### src/rtl/ebp_pkg.sv
// types, constants and helpers for the extension block parser
package ebp_pkg;

	// position counter width and the compare width that holds position + 3
	localparam int POSITION_BITS = 16;
	localparam int POS_W = POSITION_BITS;
	localparam int CMP_W = ((POSITION_BITS > 16) ? POSITION_BITS : 16) + 2;

	// block constants
	localparam logic [31:0] BLOCK_SIGNATURE = 32'hbeef0004;
	localparam logic [15:0] MIN_BLOCK_LENGTH = 16'd20;
	localparam logic [15:0] VER_3 = 16'd3;
	localparam logic [15:0] VER_7 = 16'd7;
	localparam logic [15:0] VER_8 = 16'd8;
	localparam logic [15:0] VER_9 = 16'd9;
	localparam logic [5:0] HDR_END_3 = 6'd20;
	localparam logic [5:0] HDR_END_7 = 6'd38;
	localparam logic [5:0] HDR_END_8 = 6'd42;
	localparam logic [5:0] HDR_END_9 = 6'd46;
	localparam logic [5:0] HDR_NONE = 6'd0;
	localparam logic [5:0] SIZE_POS_OLD = 6'd18;
	localparam logic [5:0] SIZE_POS_NEW = 6'd36;

	// status codes
	localparam logic [1:0] ST_OK = 2'd0;
	localparam logic [1:0] ST_UNSUP = 2'd1;
	localparam logic [1:0] ST_EMPTY = 2'd2;

	// byte role codes
	localparam logic [1:0] ROLE_HEADER = 2'd0;
	localparam logic [1:0] ROLE_LONG = 2'd1;
	localparam logic [1:0] ROLE_LOCAL = 2'd2;
	localparam logic [1:0] ROLE_TRAIL = 2'd3;

	// parse phase
	typedef enum logic [1:0] {
		PH_HEADER,
		PH_LONG,
		PH_LOCAL,
		PH_DONE
	} phase_t;

	// outcome of closing the long name
	typedef struct packed {
		phase_t ph;
		logic [POS_W-1:0] ns;
		logic [1:0] st;
	} al_t;

	// one result item
	typedef struct packed {
		logic [1:0] byte_role;
		logic [7:0] echo_byte;
		logic done_res;
		logic [1:0] status;
		logic [15:0] block_version;
		logic [31:0] creation_word;
		logic [31:0] access_word;
		logic [63:0] entry_reference;
		logic [15:0] long_name_length;
		logic [15:0] localized_name_length;
	} res_t;

	// position of the first byte after the header, zero for unknown versions
	function automatic logic [5:0] header_end(input logic [15:0] ver);
		logic [5:0] he;
		case (ver)
			VER_3: he = HDR_END_3;
			VER_7: he = HDR_END_7;
			VER_8: he = HDR_END_8;
			VER_9: he = HDR_END_9;
			default: he = HDR_NONE;
		endcase
		return he;
	endfunction

endpackage

### src/rtl/extension_block_parser.sv
// extension block parser: byte-wise header capture, name scan and summary
//
// Input channel (in_valid/in_ready) takes one byte of a file-entry extension
// block per item, with the block length (sampled on the first byte) and a
// last flag on the final byte. Output channel (out_valid/out_ready) returns
// one result item per input item: the byte echoed with its role tag, and on
// the last byte the status and the captured summary fields.
// Each result is registered in the output or skid register. One item per
// cycle is sustained while the receiver takes results: each byte needs only
// position compares and small register updates before the output register.
// A two-entry output buffer (output register plus skid register) lets the
// block take one more item while a result waits; in_ready drops only when
// both entries are full, and rises again as soon as the receiver takes one.
// Reset clears all parse state and both buffer entries; the next byte is
// treated as byte 0 of a new block. After the last byte the parse state is
// cleared in the same way.
module extension_block_parser (
	input  logic        clk,
	input  logic        arst_n,
	input  logic        in_valid,
	output logic        in_ready,
	input  logic [7:0]  byte_value,
	input  logic [15:0] block_length,
	input  logic        last,
	output logic        out_valid,
	input  logic        out_ready,
	output logic [1:0]  byte_role,
	output logic [7:0]  echo_byte,
	output logic        done_res,
	output logic [1:0]  status,
	output logic [15:0] block_version,
	output logic [31:0] creation_word,
	output logic [31:0] access_word,
	output logic [63:0] entry_reference,
	output logic [15:0] long_name_length,
	output logic [15:0] localized_name_length
);
	import ebp_pkg::*;

	// parse state
	logic [POS_W-1:0] pos_q;
	logic [15:0]      len_q;
	phase_t           phase_q;
	logic [31:0]      sig_q;
	logic [15:0]      ver_q;
	logic [31:0]      cre_q;
	logic [31:0]      acc_q;
	logic [63:0]      ref_q;
	logic [15:0]      ds_q;
	logic [POS_W-1:0] ns_q;
	logic [15:0]      lc_q;
	logic [15:0]      lcl_q;
	logic [7:0]       prev_q;
	logic [1:0]       sth_q;

	// next parse state and result
	logic [15:0]      len_c;
	phase_t           ph_c;
	logic [31:0]      sig_c;
	logic [15:0]      ver_c;
	logic [31:0]      cre_c;
	logic [31:0]      acc_c;
	logic [63:0]      ref_c;
	logic [15:0]      ds_c;
	logic [POS_W-1:0] ns_c;
	logic [15:0]      lc_c;
	logic [15:0]      lcl_c;
	logic [1:0]       sth_c;
	res_t             res_c;

	// output buffer
	res_t out_q;
	res_t skid_q;
	logic out_valid_q;
	logic skid_valid_q;
	logic in_fire;
	logic out_fire;

	// close the long name: start the localized name or finish
	function automatic al_t after_long(input logic [CMP_W-1:0] q,
			input logic [POS_W-1:0] ns_in, input logic [1:0] st_in,
			input logic [15:0] ds, input logic [15:0] ver,
			input logic [CMP_W-1:0] lw);
		al_t res;
		res.ph = PH_LOCAL;
		res.ns = ns_in;
		res.st = st_in;
		if (ds == '0) begin
			res.ph = PH_DONE;
			res.st = ST_OK;
		end else begin
			res.ns = POS_W'(q);
			if (q >= lw) begin
				res.ph = PH_DONE;
				res.st = ST_UNSUP;
			end else if ((ver >= VER_7) ? (q + CMP_W'(3) >= lw) : (q + CMP_W'(2) >= lw)) begin
				res.ph = PH_DONE;
				res.st = ST_EMPTY;
			end
		end
		return res;
	endfunction

	// per-byte parse step
	always_comb begin
		logic [CMP_W-1:0] pw;
		logic [CMP_W-1:0] lw;
		logic [CMP_W-1:0] he;
		logic [CMP_W-1:0] dsp;
		logic [POS_W-1:0] r;
		logic [POS_W:0]   cnt1;
		logic [2:0]       ref_idx;
		logic [1:0]       role;
		logic [1:0]       st;
		al_t              al;

		len_c = (pos_q == '0) ? block_length : len_q;
		ph_c  = phase_q;
		sig_c = sig_q;
		ver_c = ver_q;
		cre_c = cre_q;
		acc_c = acc_q;
		ref_c = ref_q;
		ds_c  = ds_q;
		ns_c  = ns_q;
		lc_c  = lc_q;
		lcl_c = lcl_q;
		sth_c = sth_q;
		role  = ROLE_HEADER;
		dsp   = '0;
		al    = '0;
		pw    = CMP_W'(pos_q);
		lw    = CMP_W'(len_c);
		he    = CMP_W'(header_end(ver_q));
		ref_idx = 3'(pos_q - POS_W'(20));

		// header end reached: long name starts here
		if (ph_c == PH_HEADER && pw >= CMP_W'(8) && pw == he) begin
			ph_c = PH_LONG;
			ns_c = pos_q;
			if (pw + CMP_W'(3) >= lw) begin
				ph_c  = PH_DONE;
				sth_c = ST_EMPTY;
			end
		end

		// long name hits the scan limit
		r = pos_q - ns_c;
		if (ph_c == PH_LONG && !r[0] && pw + CMP_W'(3) >= lw) begin
			lc_c = 16'(r);
			al = after_long(pw, ns_c, sth_c, ds_c, ver_c, lw);
			ph_c  = al.ph;
			ns_c  = al.ns;
			sth_c = al.st;
		end

		// localized name hits the scan limit
		r = pos_q - ns_c;
		if (ph_c == PH_LOCAL) begin
			if ((ver_c >= VER_7) ? (!r[0] && pw + CMP_W'(3) >= lw) : (pw + CMP_W'(2) >= lw)) begin
				lcl_c = 16'(r);
				ph_c  = PH_DONE;
				sth_c = ST_OK;
			end
		end

		// work on this byte
		r = pos_q - ns_c;
		cnt1 = {1'b0, r} + (POS_W + 1)'(1);
		case (ph_c)
			PH_HEADER: begin
				role = ROLE_HEADER;
				if (pw == CMP_W'(2)) ver_c[7:0] = byte_value;
				else if (pw == CMP_W'(3)) ver_c[15:8] = byte_value;
				else if (pw inside {[4:7]}) sig_c = {byte_value, sig_c[31:8]};
				else if (pw inside {[8:11]}) cre_c[8*pos_q[1:0] +: 8] = byte_value;
				else if (pw inside {[12:15]}) acc_c[8*pos_q[1:0] +: 8] = byte_value;
				if (ver_c >= VER_7 && (pw inside {[20:27]}))
					ref_c[8*ref_idx +: 8] = byte_value;
				dsp = (ver_c >= VER_7) ? CMP_W'(SIZE_POS_NEW) : CMP_W'(SIZE_POS_OLD);
				if (pw == dsp) ds_c[7:0] = byte_value;
				else if (pw == dsp + CMP_W'(1)) ds_c[15:8] = byte_value;
				if (pw == CMP_W'(7)) begin
					he = CMP_W'(header_end(ver_c));
					if (len_c < MIN_BLOCK_LENGTH || sig_c != BLOCK_SIGNATURE ||
							he == '0 || lw <= he) begin
						ph_c  = PH_DONE;
						sth_c = ST_UNSUP;
					end
				end
			end
			PH_LONG: begin
				role = ROLE_LONG;
				if (r[0] && prev_q == 8'd0 && byte_value == 8'd0) begin
					lc_c = 16'(cnt1);
					al = after_long(pw + CMP_W'(1), ns_c, sth_c, ds_c, ver_c, lw);
					ph_c  = al.ph;
					ns_c  = al.ns;
					sth_c = al.st;
				end
			end
			PH_LOCAL: begin
				role = ROLE_LOCAL;
				if ((ver_c >= VER_7) ? (r[0] && prev_q == 8'd0 && byte_value == 8'd0)
						: (byte_value == 8'd0)) begin
					lcl_c = 16'(cnt1);
					ph_c  = PH_DONE;
					sth_c = ST_OK;
				end
			end
			default: begin
				role = ROLE_TRAIL;
			end
		endcase

		// result item
		st = (ph_c == PH_DONE) ? sth_c : ST_UNSUP;
		res_c = '0;
		res_c.byte_role = role;
		res_c.echo_byte = byte_value;
		res_c.done_res  = last;
		if (last) begin
			res_c.status = st;
			if (st != ST_UNSUP) begin
				res_c.block_version   = ver_c;
				res_c.creation_word   = cre_c;
				res_c.access_word     = acc_c;
				res_c.entry_reference = ref_c;
				if (st == ST_OK) begin
					res_c.long_name_length      = lc_c;
					res_c.localized_name_length = lcl_c;
				end
			end
		end
	end

	// handshakes
	assign in_ready = !skid_valid_q;
	assign in_fire  = in_valid && in_ready;
	assign out_fire = out_valid_q && out_ready;

	// parse state registers, cleared after the last byte
	always_ff @(posedge clk or negedge arst_n) begin
		if (!arst_n) begin
			pos_q   <= '0;
			len_q   <= '0;
			phase_q <= PH_HEADER;
			sig_q   <= '0;
			ver_q   <= '0;
			cre_q   <= '0;
			acc_q   <= '0;
			ref_q   <= '0;
			ds_q    <= '0;
			ns_q    <= '0;
			lc_q    <= '0;
			lcl_q   <= '0;
			prev_q  <= '0;
			sth_q   <= ST_OK;
		end else if (in_fire) begin
			if (last) begin
				pos_q   <= '0;
				len_q   <= '0;
				phase_q <= PH_HEADER;
				sig_q   <= '0;
				ver_q   <= '0;
				cre_q   <= '0;
				acc_q   <= '0;
				ref_q   <= '0;
				ds_q    <= '0;
				ns_q    <= '0;
				lc_q    <= '0;
				lcl_q   <= '0;
				prev_q  <= '0;
				sth_q   <= ST_OK;
			end else begin
				pos_q   <= (pos_q == '1) ? pos_q : pos_q + POS_W'(1);
				len_q   <= len_c;
				phase_q <= ph_c;
				sig_q   <= sig_c;
				ver_q   <= ver_c;
				cre_q   <= cre_c;
				acc_q   <= acc_c;
				ref_q   <= ref_c;
				ds_q    <= ds_c;
				ns_q    <= ns_c;
				lc_q    <= lc_c;
				lcl_q   <= lcl_c;
				prev_q  <= byte_value;
				sth_q   <= sth_c;
			end
		end
	end

	// output register and skid entry
	always_ff @(posedge clk or negedge arst_n) begin
		if (!arst_n) begin
			out_valid_q  <= 1'b0;
			skid_valid_q <= 1'b0;
		end else if (!out_valid_q || out_fire) begin
			if (skid_valid_q) begin
				out_valid_q  <= 1'b1;
				skid_valid_q <= 1'b0;
			end else begin
				out_valid_q <= in_fire;
			end
		end else if (in_fire) begin
			skid_valid_q <= 1'b1;
		end
	end

	// buffer payload
	always_ff @(posedge clk) begin
		if (!out_valid_q || out_fire) begin
			out_q <= skid_valid_q ? skid_q : res_c;
		end else if (in_fire) begin
			skid_q <= res_c;
		end
	end

	// output ports
	assign out_valid             = out_valid_q;
	assign byte_role             = out_q.byte_role;
	assign echo_byte             = out_q.echo_byte;
	assign done_res              = out_q.done_res;
	assign status                = out_q.status;
	assign block_version         = out_q.block_version;
	assign creation_word         = out_q.creation_word;
	assign access_word           = out_q.access_word;
	assign entry_reference       = out_q.entry_reference;
	assign long_name_length      = out_q.long_name_length;
	assign localized_name_length = out_q.localized_name_length;

	// checks
	a_skid_behind_out: assert property (@(posedge clk) disable iff (!arst_n)
		skid_valid_q |-> out_valid_q)
		else $error("skid entry holds an item while the output register is empty");

	a_last_clears_pos: assert property (@(posedge clk) disable iff (!arst_n)
		in_fire && last |=> pos_q == '0 && phase_q == PH_HEADER)
		else $error("parse state not cleared after the last byte");

	a_mid_block_quiet: assert property (@(posedge clk) disable iff (!arst_n)
		out_valid_q && !out_q.done_res |-> out_q.status == ST_OK &&
			out_q.block_version == '0 && out_q.long_name_length == '0)
		else $error("summary fields set on a result that is not the last byte");

	a_unsup_zero: assert property (@(posedge clk) disable iff (!arst_n)
		out_valid_q && out_q.status == ST_UNSUP |-> out_q.block_version == '0 &&
			out_q.entry_reference == '0 && out_q.localized_name_length == '0)
		else $error("summary fields set on an unsupported block");

endmodule
### config.mk
export PLATFORM = sky130hd
export DESIGN_NAME = extension_block_parser
export DESIGN_NICKNAME = d
export VERILOG_FILES = /design/src/rtl/ebp_pkg.sv /design/src/rtl/extension_block_parser.sv
export SDC_FILE = /design/constraint.sdc
export NUM_CORES = 2
export LEC_CHECK = 0
export BUFFER_PORTS_ARGS = -buffer_cell sky130_fd_sc_hd__buf_2
export CAP_MARGIN = 40
export CELL_PAD_IN_SITES_DETAIL_PLACEMENT = 1
export CELL_PAD_IN_SITES_GLOBAL_PLACEMENT = 1
export CORE_ASPECT_RATIO = 1.1
export CORE_UTILIZATION = 30
export DETAILED_ROUTE_END_ITERATION = 10
export GPL_ROUTABILITY_DRIVEN = 0
export HOLD_SLACK_MARGIN = 0.12
export PLACE_DENSITY_LB_ADDON = 0.3
export SETUP_SLACK_MARGIN = 0.5
export SLEW_MARGIN = 10
export SYNTH_ARGS = -nofsm -noshare
export SYNTH_HDL_FRONTEND = slang
export SYNTH_SLANG_ARGS = --single-unit
### constraint.sdc
create_clock -name clk -period 20.3 [get_ports clk]
set_input_delay 6.09 -clock clk [delete_from_list [all_inputs] [get_ports clk]]
set_output_delay 6.09 -clock clk [all_outputs]
set_load 0.005 [all_outputs]
Word-level counts from Yosys, hierarchy flattened
Cells that the tools add are included.

word-level totals
  input port bits = 29
  word-level logic and storage cells = 247
  output and inout port bits = 191
  register bits after elaboration = 664

cells by class
  magnitude comparators = 19
  reductions and logical operators = 39
  $add $sub $neg = 13
  equality and inequality tests = 24
  shift-type cells = 4
  multiplexer cells = 110
  bitwise gates (word level) = 1

operators with widths
  kind                                                    number
  2-to-1 mux 32 bit                                       20
  2-to-1 mux 16 bit                                       24
  2-to-1 mux 64 bit                                       3
  2-to-1 mux 189 bit                                      1
  2-to-1 mux 178 bit                                      1
  2-to-1 mux 176 bit                                      1
  2-to-1 mux 8 bit                                        9
  bitwise mux 32 bit                                      2
  bitwise mux 64 bit                                      1
  equality test 16 x 2 -> 1 bit (second input constant)   4
  equality test 16 x 4 -> 1 bit (second input constant)   4
  variable shift 8 x 34 -> 64 bit (first input constant)  1
  variable part select 8 x 34 -> 64 bit                   1
  2-to-1 mux 2 bit                                        31
  >= comparator 17 x 16 -> 1 bit                          3
  equality test 16 x 3 -> 1 bit (second input constant)   3
  >= comparator 16 x 3 -> 1 bit (second input constant)   3
  >= comparator 16 x 4 -> 1 bit (second input constant)   3
  case mux 6 bit (4 select lines)                         2
  adder 17 x 2 -> 18 bit (second input constant)          2
  >= comparator 18 x 16 -> 1 bit                          2
  adder 16 x 2 -> 17 bit (second input constant)          2
  negation 5 -> 34 bit                                    1
  negation 6 -> 34 bit                                    1
  other kinds (37)                                        85

Logic depth before layout (Yosys ltp)
  depth after elaboration = 35
  gate-level depth with buffers = 32

Worst setup path after synthesis
No wires, ideal clock.

  path type = input-to-reg
  start point = input port out_ready
  end point = register skid_q[0] in the netlist's numbering (enable)
  arrival time = 22.357 ns
  required time = 18.197 ns
  library setup time = 2.103 ns
  path buffers = 0
  cell stages on the path = 2
  setup slack = -4.161 ns
  path through = nand2b_1 -> nor2_1

on the way
  word-level cells in the longest chain between the ends = 4

RTL lines
  element                               RTL line                       source
  start, declared                       extension_block_parser.sv:26   input logic out_ready,
  logical AND 1 bit                     extension_block_parser.sv:240  assign out_fire = out_valid_q && out_ready;
  logical OR 1 bit                      extension_block_parser.sv:313  if (!out_valid_q || out_fire) begin
  inverter 1 bit (no source line)       n/a
  AND reduction 2 bit (no source line)  n/a
  end signal, assigned                  extension_block_parser.sv:316  skid_q <= res_c;
  end, declared                         extension_block_parser.sv:73   res_t skid_q;

Every way passes these cells.
A chain may end at the register's enable or synchronous reset.

Worst setup path in the final report
  start point = input port block_length[10]
  end point = register out_q, in the netlist access_word[12], data pin

on the way
  word-level cells in the longest chain between the ends = 24
  elaborated cells on any way between the ends = 68
  those cells by class = 1 x add/sub; 8 x order compare; 6 x eq/ne; 43 x mux; 10 x reduce/logical

RTL lines
  element                          RTL line                                                      source
  start, declared                  extension_block_parser.sv:23                                  input logic [15:0] block_length,
  2-to-1 mux 16 bit (*)            extension_block_parser.sv:117                                 len_c = (pos_q == '0) ? block_length : len_q;
  >= comparator 17 x 16 -> 1 bit   n/a
  2-to-1 mux 2 bit                 extension_block_parser.sv:141                                 if (pw + CMP_W'(3) >= lw) begin
  2-to-1 mux 2 bit                 extension_block_parser.sv:138                                 if (ph_c == PH_HEADER && pw >= CMP_W'(8) && pw == he) begin
  equality test 2 x 1 -> 1 bit     extension_block_parser.sv:149                                 if (ph_c == PH_LONG && !r[0] && pw + CMP_W'(3) >= lw) begin
  logical AND 1 bit (2 in series)  extension_block_parser.sv:149
  2-to-1 mux 16 bit                extension_block_parser.sv:149
  subtractor 16 bit                extension_block_parser.sv:158, extension_block_parser.sv:168
  [7 not listed]                   n/a
  2-to-1 mux 2 bit                 extension_block_parser.sv:88                                  if (ds == '0) begin
  2-to-1 mux 2 bit                 extension_block_parser.sv:194                                 if (r[0] && prev_q == 8'd0 && byte_value == 8'd0) begin
  case mux 2 bit (3 select lines)  extension_block_parser.sv:170                                 case (ph_c)
  2-to-1 mux 2 bit                 extension_block_parser.sv:217                                 st = (ph_c == PH_DONE) ? sth_c : ST_UNSUP;
  != test 2 x 1 -> 1 bit           extension_block_parser.sv:224                                 if (st != ST_UNSUP) begin
  2-to-1 mux 176 bit (*)           extension_block_parser.sv:224
  2-to-1 mux 178 bit (*)           extension_block_parser.sv:222                                 if (last) begin
  2-to-1 mux 189 bit (*)           extension_block_parser.sv:314                                 out_q <= skid_valid_q ? skid_q : res_c;
  end signal, assigned             extension_block_parser.sv:314
  end, declared                    extension_block_parser.sv:72                                  res_t out_q;

Every way passes the cells marked *; elsewhere a longest branch is shown, timed or not.

==> results.md <==
Cells and area:
- The final design area excluding fillers is slightly above 40000 um^2.
- For this run, the post-layout net count is just under 4k.
- After filler insertion, the fill cell instance count of the layout stands at 13.4k.
- Summing all multi-input logic gate instances after layout gives 16200 um^2.
- The post-synthesis to final-layout area growth is 15.5%.
- Leaving out fill and tap cells, the most frequent cell in the layout is sky130_fd_sc_hd__nand2_1.
- In the final layout, the share of cells above drive strength 1 is 0.132.
- The register area is 18500 um^2.
- Leaving out fill and tap cells, the most frequent cells in the layout are sky130_fd_sc_hd__nand2_1 (561), sky130_fd_sc_hd__edfxtp_1 (378), sky130_fd_sc_hd__nor2_1 (338).

Route:
- The total iterations of the first detailed-routing run is 7.
- The overall routed net length is 116 mm.
- The via-per-instance ratio is 5.28.
- The residual DRC count is 0.
- The routed layout has 28.1k vias.
- For this block, the initial DRC count from the detailed router was roughly 1.6k.
- After detailed routing, the average wire length per cell comes to 21.8 um.
- The number of nets still failing antenna checks after routing is 0.

Synthesis:
- During synthesis, Yosys emitted a total of 0 warnings.
- The fraction of registers with async set/reset is 0.431.
- The area fraction of the dominant cell type after synthesis is 0.317.
- The library cell with the largest summed area after synthesis is sky130_fd_sc_hd__edfxtp_1.
- The number of storage elements in the synthesis netlist is approximately 660.
- For this run, the leading register cell type out of synthesis is sky130_fd_sc_hd__edfxtp_1.
- The cell count after synthesis came out at 3569.
- Dividing the synthesized area by the synthesized cell count gives 10.0 um^2.
- For this run, the register share of the synthesized area comes to 0.517.
- The number of enable flip-flop cells after synthesis is 378.
- The count of different cell masters after synthesis is 89.
- The mapped cell area is 35800 um^2.
- After synthesis, the cell types taking the most area are sky130_fd_sc_hd__edfxtp_1 (32%), sky130_fd_sc_hd__dfrtp_1 (20%), sky130_fd_sc_hd__nand2_1 (5.9%).
- The net count after synthesis is 3735.

Clock tree:
- The number of H-tree branching levels is 3.
- The buffer levels on the longest clock path is 3.
- The later-pin clock latency in the skew report is 0.66 ns.
- The post-CTS setup buffer count is 0.
- TritonCTS built the clock tree.
- The total clock sinks is between 600 and 700.
- For this design, the CTS-stage hold fixing added 0 buffers.
- The cell at the root of the clock tree is sky130_fd_sc_hd__clkbuf_16.
- After clock tree synthesis, the clock-pin slew on the worst setup and hold paths is approximately 0.06 ns.
- The number of instances resized during post-cts repair is 0.
- In this run, CTS created clock tree buffers numbering slightly below 80.

Worst setup path:
- The required time of the critical path is 20.66 ns.
- Counting both buffers and inverters, the worst setup path holds a total of 5.
- The worst setup path is launched from an input pin.
- The maximum single-stage delay on the critical path is between 0.7 and 0.8 ns.
- Among all stages on the critical path, the largest delay is contributed by sky130_fd_sc_hd__nor4_1.
- STA classifies the critical path endpoint as a flip-flop.
- The cell type group with the largest total delay on the critical path is compound AO/OA/AOI/OAI gates.
- The critical path start-end classification is input pin to flip-flop.
- In this run the worst setup path begins at block_length[10].
- For the worst setup path, the data arrival time is 13.53 ns.
- In this run the critical register-to-register path is launched from pos_q[1]$_DFFE_PN0P_.
- In this run the worst path has a maximum fanout of 203.
- The critical path goes through buf_2 > mux2i_1 > buf_4 > ha_1 > a211oi_1 > nor3_1 > a211oi_1 > nand2_2 > o21ai_0 > o21ai_0 > ha_1 > nor2_1 > nand3_1 > nor4_1 > nand4_1 > nor3_1 > o211ai_2 > o211ai_4 > buf_12 > buf_4 > buf_12 > o31ai_1.

Floorplanning:
- The count of boundary I/O pins is 220.
- The die is about 330 um wide.
- The core region is approximately 120000 um^2.
- In this run the vertical extent of the chip is 364 um.
- The number of core rows is 132.
- The overall die area is 121000 um^2.
- The initial utilization of the core area, before any placement, comes to 0.303.

Hold path:
- The startpoint identified for the worst hold timing path is ref_q[63]$_DFFE_PN0P_.
- The class of the tightest hold or removal check is flip-flop to flip-flop.

Global routing:
- Entering global routing, the biggest net connects around 200 pins.
- The number of antenna violations at the first check in global routing is 3.
- Across every metal layer, demand over resource in global routing totals 0.190.
- The leftover overflow at the end of global routing is 0.
- The first global-routing pass estimated around 180 mm of wire.
- The via count of the first global-routing pass is a little under 30k.

Timing:
- The count of pins over their slew limit is 0.
- The fmax is around 76 MHz.
- Setup violations remaining at the end of the flow were counted as 0.
- The slew of the pin with the lowest slew margin is ~1.3 ns.
- Setup repair after global routing left no endpoint under its margin.
- The number of hold-slack violations in the final timing report is 0.
- The final period utilization is 0.649.
- The post-route setup TNS is 0 ns.
- The largest clock skew in the final design is 0.0288 ns.
- The worst slew margin relative to its limit is 0.131.
- The clock period minus worst slack is 13.17 ns.

Power and ir drop:
- Power comes to 3.59 mW.
- In this run the power density over the cells is 86.9 nW/um^2.
- The analysis attributes to cell leakage a power of 16.5 nW.
- The worst supply voltage drop on vdd is 58.1 uV.

Run status:
- The run finished with clean final reports.

Place:
- The area after detailed placement is 38700 um^2.
- The wire-length estimate of the detail-placed layout is 80.4 mm.
- The count of input and output buffers is about 220.

Flow run:
- The total of max-cap violations is 0.
final cells by class:
| cell class | instances | share of cell area |
|---|---|---|
| multi-input combinational | 2619 | 0.391 |
| inverter | 44 | 0.00400 |
| sequential | 664 | 0.448 |
| clock inverter | 38 | 0.0105 |
| clock buffer | 105 | 0.0521 |
| antenna | 1 | 0.0000605 |
| timing repair buffer | 307 | 0.0477 |
| tap | 1541 | 0.0466 |
metal layers:
layer	wire [um]	track usage	part of all wire
met1	51400	0.241	0.44
met2	57000	0.331	0.49
met3	3860	0.0266	0.033
met4	3520	0.0641	0.030
met5	22	0	0.00019
state kept, by name, summed over array words and instances (netlist names), 32 cells and up:
register,cells
ref_q,64
skid_q,189
sig_q,32
entry_reference,64
acc_q,32
cre_q,32
creation_word,32
access_word,32
where the power goes:
part / switching (mW) / leakage (nW) / internal [mW] / total (mW)
clock: 0.596 / 1.26 / 0.840 / 1.44
sequential: 0.0368 / 7.75 / 1.50 / 1.54
combinational: 0.415 / 7.45 / 0.202 / 0.617
total: 1.05 / 16.5 / 2.54 / 3.59
cell families after synthesis:
group	share of synthesized area
simple gates	0.166
compound gates	0.165
flops	0.517
buf+inv	0.0322
mux	0.0455
fa+ha+maj	0.0486
xor+xnor	0.0259
final timing paths:
| kind | to | slack [ns] | cells after the start |
|---|---|---|---|
| worst max-delay path | access_word[12]$_DFFE_PN_ | 7.13 | 22 |
| worst max register to register | access_word[12]$_DFFE_PN_ | 10.03 | 26 |
| min in group asynchronous | len_q[8]$_DFFE_PN0P_ | 5.40 | 1 |
| max in group asynchronous | acc_q[21]$_DFFE_PN0P_ | 13.46 | 2 |
| worst min-delay path | ref_q[63]$_DFFE_PN0P_ | 0.47 | 2 |
| worst min register to register | ref_q[63]$_DFFE_PN0P_ | 0.47 | 2 |
synthesized netlist by cell type (47+ instances only):
cell type                  instances
sky130_fd_sc_hd__nand2_1         562
sky130_fd_sc_hd__o21ai_0         279
sky130_fd_sc_hd__a22oi_1          74
sky130_fd_sc_hd__edfxtp_1        378
sky130_fd_sc_hd__dfrtp_1         286
sky130_fd_sc_hd__a22o_1           48
sky130_fd_sc_hd__clkbuf_1        176
sky130_fd_sc_hd__a21oi_1         191
sky130_fd_sc_hd__mux2i_1         122
sky130_fd_sc_hd__o31ai_1         172
sky130_fd_sc_hd__buf_2            47
sky130_fd_sc_hd__nor2b_1          78
sky130_fd_sc_hd__nor3_1           58
sky130_fd_sc_hd__nor2_1          340
sky130_fd_sc_hd__xnor2_1          72
sky130_fd_sc_hd__ha_1            135
per-stage QoR:
step / setup slack (ns) / instances / utilization / hold slack (ns)
2_1_floorplan: 2.92 / 3569 / - / 0.442
3_3_place_gp: 6.41 / 5157 / 0.326 / 0.455
3_5_place_dp: 6.78 / 5175 / 0.328 / 0.463
4_1_cts: 7.44 / 5318 / 0.350 / 0.476
5_1_grt: 6.74 / 5318 / 0.350 / 0.490
6_report: 7.13 / 5319 / 0.350 / 0.474
tightest hold or removal path: stages (launching register included):
cell                      delay (ns)
sky130_fd_sc_hd__dfrtp_1        0.33
sky130_fd_sc_hd__nand2_1        0.04
sky130_fd_sc_hd__o21ai_0        0.06
(Power assumes the default switching activity.)
